**config.mk**
```make
export PLATFORM = sky130hd
export DESIGN_NAME = lfk_cordic
export DESIGN_NICKNAME = d
export VERILOG_FILES = /design/src/rtl/core/lfk_pkg.sv /design/src/rtl/core/lfk_cordic.sv
export SDC_FILE = /design/constraint.sdc
export NUM_CORES = 2
export LEC_CHECK = 0
export ABC_AREA = 1
export BUFFER_PORTS_ARGS = -buffer_cell sky130_fd_sc_hd__buf_4
export CELL_PAD_IN_SITES_DETAIL_PLACEMENT = 1
export CELL_PAD_IN_SITES_GLOBAL_PLACEMENT = 2
export CORE_AREA = 5 5 486 488
export CTS_CLUSTER_SIZE = 24
export DETAILED_ROUTE_END_ITERATION = 8
export DIE_AREA = 0 0 491 493
export PLACE_DENSITY_LB_ADDON = 0.1
export SLEW_MARGIN = 10
export SYNTH_ARGS = -nofsm -noshare
export SYNTH_HDL_FRONTEND = slang
export SYNTH_SLANG_ARGS = --single-unit
```
**constraint.sdc**
```tcl
create_clock -name clk -period 3.65 [get_ports clk]
set_input_delay 0.365 -clock clk [delete_from_list [all_inputs] [get_ports clk]]
set_output_delay 0.365 -clock clk [all_outputs]
set_load 0.02 [all_outputs]
```
**src/rtl/core/lfk_pkg.sv**
```systemverilog
// shared types, constants and helper functions of the leg forward kinematics block
// no dependencies; used by lfk_cordic and leg_forward_kinematics
`default_nettype none

package lfk_pkg;

  localparam int TURN_W  = 32;     // binary angle scaled to a 32-bit turn
  localparam int SC_W    = 20;     // sine/cosine width, q16 plus headroom
  localparam int Z_W     = 34;     // residual angle width
  localparam int LEN_W   = 15;
  localparam int OUT_W   = 18;
  localparam int IN_W    = 16;
  localparam int GAIN_Q16 = 39797;

  localparam logic [1:0] REG_BASE  = 2'd0;
  localparam logic [1:0] REG_UPPER = 2'd1;
  localparam logic [1:0] REG_LOWER = 2'd2;

  typedef logic signed [SC_W-1:0] sc_t;

  // atan(2^-i) in 2^32-per-turn units
  function automatic logic [31:0] atan_turn(input int i);
    logic [31:0] r;
    case (i)
      0:  r = 32'd536870912;
      1:  r = 32'd316933406;
      2:  r = 32'd167458907;
      3:  r = 32'd85004756;
      4:  r = 32'd42667331;
      5:  r = 32'd21354465;
      6:  r = 32'd10679838;
      7:  r = 32'd5340245;
      8:  r = 32'd2670163;
      9:  r = 32'd1335087;
      10: r = 32'd667544;
      11: r = 32'd333772;
      12: r = 32'd166886;
      13: r = 32'd83443;
      14: r = 32'd41722;
      15: r = 32'd20861;
      16: r = 32'd10430;
      17: r = 32'd5215;
      18: r = 32'd2608;
      19: r = 32'd1304;
      20: r = 32'd652;
      21: r = 32'd326;
      22: r = 32'd163;
      23: r = 32'd81;
      default: r = 32'd0;
    endcase
    return r;
  endfunction

  // clamp a rounded value to the 18-bit output range
  function automatic logic [OUT_W-1:0] sat_out(input logic signed [31:0] v);
    logic [OUT_W-1:0] r;
    if (v > 32'sd131071) begin
      r = 18'h1FFFF;
    end else if (v < -32'sd131072) begin
      r = 18'h20000;
    end else begin
      r = v[OUT_W-1:0];
    end
    return r;
  endfunction

endpackage

`default_nettype wire

```
**src/rtl/core/lfk_cordic.sv**
```systemverilog
// fully pipelined rotation-mode cordic giving sine and cosine in q16
// depends on lfk_pkg; registered input and output around the iteration stages, one angle per cycle
`default_nettype none

module lfk_cordic #(
  parameter int STAGES = 16
) (
  input  wire logic                          clk,
  input  wire logic [lfk_pkg::TURN_W-1:0]    angle,
  output lfk_pkg::sc_t                       sin_q,
  output lfk_pkg::sc_t                       cos_q
);

  localparam int SW = lfk_pkg::SC_W;
  localparam int ZW = lfk_pkg::Z_W;

  logic signed [SW-1:0] x_r [0:STAGES];
  logic signed [SW-1:0] y_r [0:STAGES];
  logic signed [ZW-1:0] z_r [0:STAGES];
  logic                 flip_r [0:STAGES];
  logic signed [SW-1:0] sin_r, cos_r;

  logic        flip_nxt;
  logic [31:0] t_nxt;

  // second and third quarter turn move by half a turn
  always_comb begin
    flip_nxt = (angle[31:30] == 2'b01) || (angle[31:30] == 2'b10);
    t_nxt    = flip_nxt ? (angle ^ 32'h8000_0000) : angle;
  end

  always_ff @(posedge clk) begin
    x_r[0]    <= SW'(lfk_pkg::GAIN_Q16);
    y_r[0]    <= '0;
    z_r[0]    <= {{(ZW-32){t_nxt[31]}}, t_nxt};
    flip_r[0] <= flip_nxt;
  end

  for (genvar i = 0; i < STAGES; i++) begin : g_stage
    localparam logic signed [ZW-1:0] ATAN = ZW'(lfk_pkg::atan_turn(i));
    always_ff @(posedge clk) begin
      if (!z_r[i][ZW-1]) begin
        x_r[i+1] <= x_r[i] - (y_r[i] >>> i);
        y_r[i+1] <= y_r[i] + (x_r[i] >>> i);
        z_r[i+1] <= z_r[i] - ATAN;
      end else begin
        x_r[i+1] <= x_r[i] + (y_r[i] >>> i);
        y_r[i+1] <= y_r[i] - (x_r[i] >>> i);
        z_r[i+1] <= z_r[i] + ATAN;
      end
      flip_r[i+1] <= flip_r[i];
    end
  end

  always_ff @(posedge clk) begin
    sin_r <= flip_r[STAGES] ? -y_r[STAGES] : y_r[STAGES];
    cos_r <= flip_r[STAGES] ? -x_r[STAGES] : x_r[STAGES];
  end

  assign sin_q = sin_r;
  assign cos_q = cos_r;

endmodule

`default_nettype wire

```
==> results.md <==
- Status: finished clean
- Max Buffers Root-to-Sink: 3
- Sequential area share after synthesis: 0.266
- First-pass GRT wire length: 494,000 um
- Share of layout cells above drive strength 1: 0.0480
- Nets: 13,805
- Gr ovfl total: 0
- Worst clock skew: 0.0356 ns
- Routability cong.: 0.931
- R2R Path Start: y_r[4][5]$_DFF_P_
- YS warnings: 0
- Critical Path Source: y_r[4][5]$_DFF_P_
- Worst endpoint required time: 4.37 ns
- Kind of end point of the critical path: flip-flop
- Clock slew seen by the registers of the worst setup and hold paths: 0.06 ns
- Most common flop cell mapped by yosys: dfxtp_1
- Max-cap violations: 0
- Number of remaining DRC errors: 0
- Clk root buf: clkbuf_16
- Post-route cell area: 0.0972 sq mm
- Max Fanout on Critical Path: 5
- Setup_tns: 0 ns
- Hold Crit Start: angle[27]
- EDFF count, synth: 0
- Post-CTS setup buffer count: 0
- Count of input and output buffers: 72
- DR vias/cell: 5.23
- Endpoints failing setup: 0
- Worst Tran Pin Value: 0.996 ns
- Worst endpoint data arrival time: 4.07 ns
- Initial Util: 0.377
- CTS tree: built
- Antenna violations before repair: 3
- Area growth syn-to-layout: 11.3%
- Placed wire-length estimate: 271,000 um
- Unrepaired setup endpoints after global routing: false
- Hold Vio Cnt, Final: 0
- ANT nets after route: 0
- Highest clock rate: 298 MHz
- Worst setup SP type: flip-flop
- Chip Height: 493 um
- Most frequent cells in the layout: 2,843 x nand2_1, 1,351 x nor2_1, 1,276 x inv_1, 1,159 x dfxtp_1, 1,136 x a21oi_1
- Post-synth ARST share: 0
- R2r setup slk: 0.29 ns
- Cell Area, Synth: 0.0873 sq mm
- Gr usage total: 0.253
- Synth area leaders: dfxtp_1 27%, ha_1 15%, nand2_1 12%, xor2_1 7.4%, a21oi_1 6.5%
- Yosys reg bits: 1,160
- DR WL/cell: 19.9 um
- Mapped Cells: 12,427
- Vias: 82,862
- Fin crit period: 3.36 ns
- DP Area: 0.0918 sq mm
- Clock Sinks: 1,160
- WS Path Type: flip-flop to flip-flop
- # rows: 177
- Worst Hold Class: input pin to flip-flop
- Leading cell type in the layout, fill and taps excluded: nand2_1
- Clk_lat worst skew: 0.80 ns
- Fin crit share: 0.920
- Die Footprint: 0.242 sq mm
- Slew Limit Fails: 0
- Cell taking the most area after synthesis: dfxtp_1
- Syn Area/Cell: 7.02 sq um
- Detailed Route WL: 316,000 um
- DR iter-0 viols: 3,568
- DR pass1 iterations: 6
- H-tree levels: 4
- Placeable Area: 0.231 sq mm
- Number of global-route vias before repair: 87,036
- Slew HR: 0.331
- Die Wd: 491 um
- Ports: 73
- Post-synthesis cell type count: 56
- Total CTS buffers: 145
- Share of the synthesized area in the top cell type: 0.266
- Pin count of the biggest net entering global routing: 40
-- area by class of cell --
class | instances | area (sq um)
multi-input cells | 9916 | 58900
well taps | 3043 | 3810
clock inverters | 76 | 1070
fillers | 29311 | 134000
repair buffers | 165 | 1320
flip-flops and latches | 1160 | 23200
diodes | 5 | 12.5
inverters | 1296 | 4870
clock buffers | 183 | 3900
-- cells by family (layout without fill, tap and decap cells) --
family | count (synthesis) | after routing | share of synthesized area
flops | 1160 | 1160 | 0.266
fa+ha+maj | 1088 | 1088 | 0.160
xor+xnor | 1029 | 1029 | 0.103
other cells | 2 | 9 | 0.0000860
simple gates | 5473 | 5473 | 0.261
buf+inv | 1353 | 1720 | 0.0587
compound gates | 2322 | 2322 | 0.151
-- metrics by stage --
stage                     worst slack (ns)  hold WS, ns  utilization  cells
after global routing               0.00672        0.151        0.420  15841
after detailed placement             0.275        0.313        0.397  15548
after CTS                            0.239        0.132        0.420  15839
after global placement               0.270        0.310        0.397  15548
final                                0.292        0.204        0.420  15844
after floorplan                      0.628        0.310            -  12429
-- critical path: stages (launching register included) --
cell	delay [ns]
dfxtp_1	0.35
inv_1	0.19
ha_1	0.21
nand2_1	0.10
nor2_1	0.20
nand3_1	0.13
or2_2	0.31
o21ai_0	0.22
nand2_1	0.14
ha_1	0.40
nand2_1	0.14
nor2_1	0.23
nand4_1	0.11
or2_0	0.23
nand3_1	0.15
xor2_1	0.17
-- state kept, by name, indices dropped and copies added (netlist names) --
| name | cells |
|---|---|
| x_r | 299 |
| z_r | 506 |
| cos_q | 20 |
| flip_r | 17 |
| y_r | 298 |
| sin_q | 20 |
-- per-layer routing --
metal  up-vias  wire, um  global-route usage  part of all wire
li1      41901         -                   -                 -
met1     39550    147000               0.327              0.47
met2      1019    152000               0.451              0.48
met3       390      7190              0.0227             0.023
met4         2      9740              0.0710             0.031
met5         -        17                   0          0.000054
-- synth_stat cells (all sizes together) (33+ instances only) --
library cell / number
a21boi: 65
a21o: 152
a21oi: 1153
a31oi: 92
buf: 33
dfxtp: 1160
fa: 44
ha: 1044
inv: 1294
nand2: 2882
nand3: 775
nand4: 148
nor2: 1386
nor3: 152
nor4: 86
o21ai: 681
o21bai: 95
xnor2: 289
xor2: 740
-- repair_timing --
action / 4_1_cts / 5_1_grt
endpoints found under the hold margin: 33 / 0
hold buffers: 32 / 0
gates resized for setup: 0 / 1
endpoints found under the setup margin: 0 / 1
-- worst paths after layout --
path | end | depth (start not counted)
max | x_r[5][19]$_DFF_P_ | 15
min | z_r[0][27]$_DFF_P_ | 2
min reg2reg | flip_r[0][7]$_DFF_P_ | 0
max reg2reg | x_r[5][19]$_DFF_P_ | 15
Power is not shown: default switching activity piles up to over one toggle a cycle in this logic, so the estimate is an artifact.
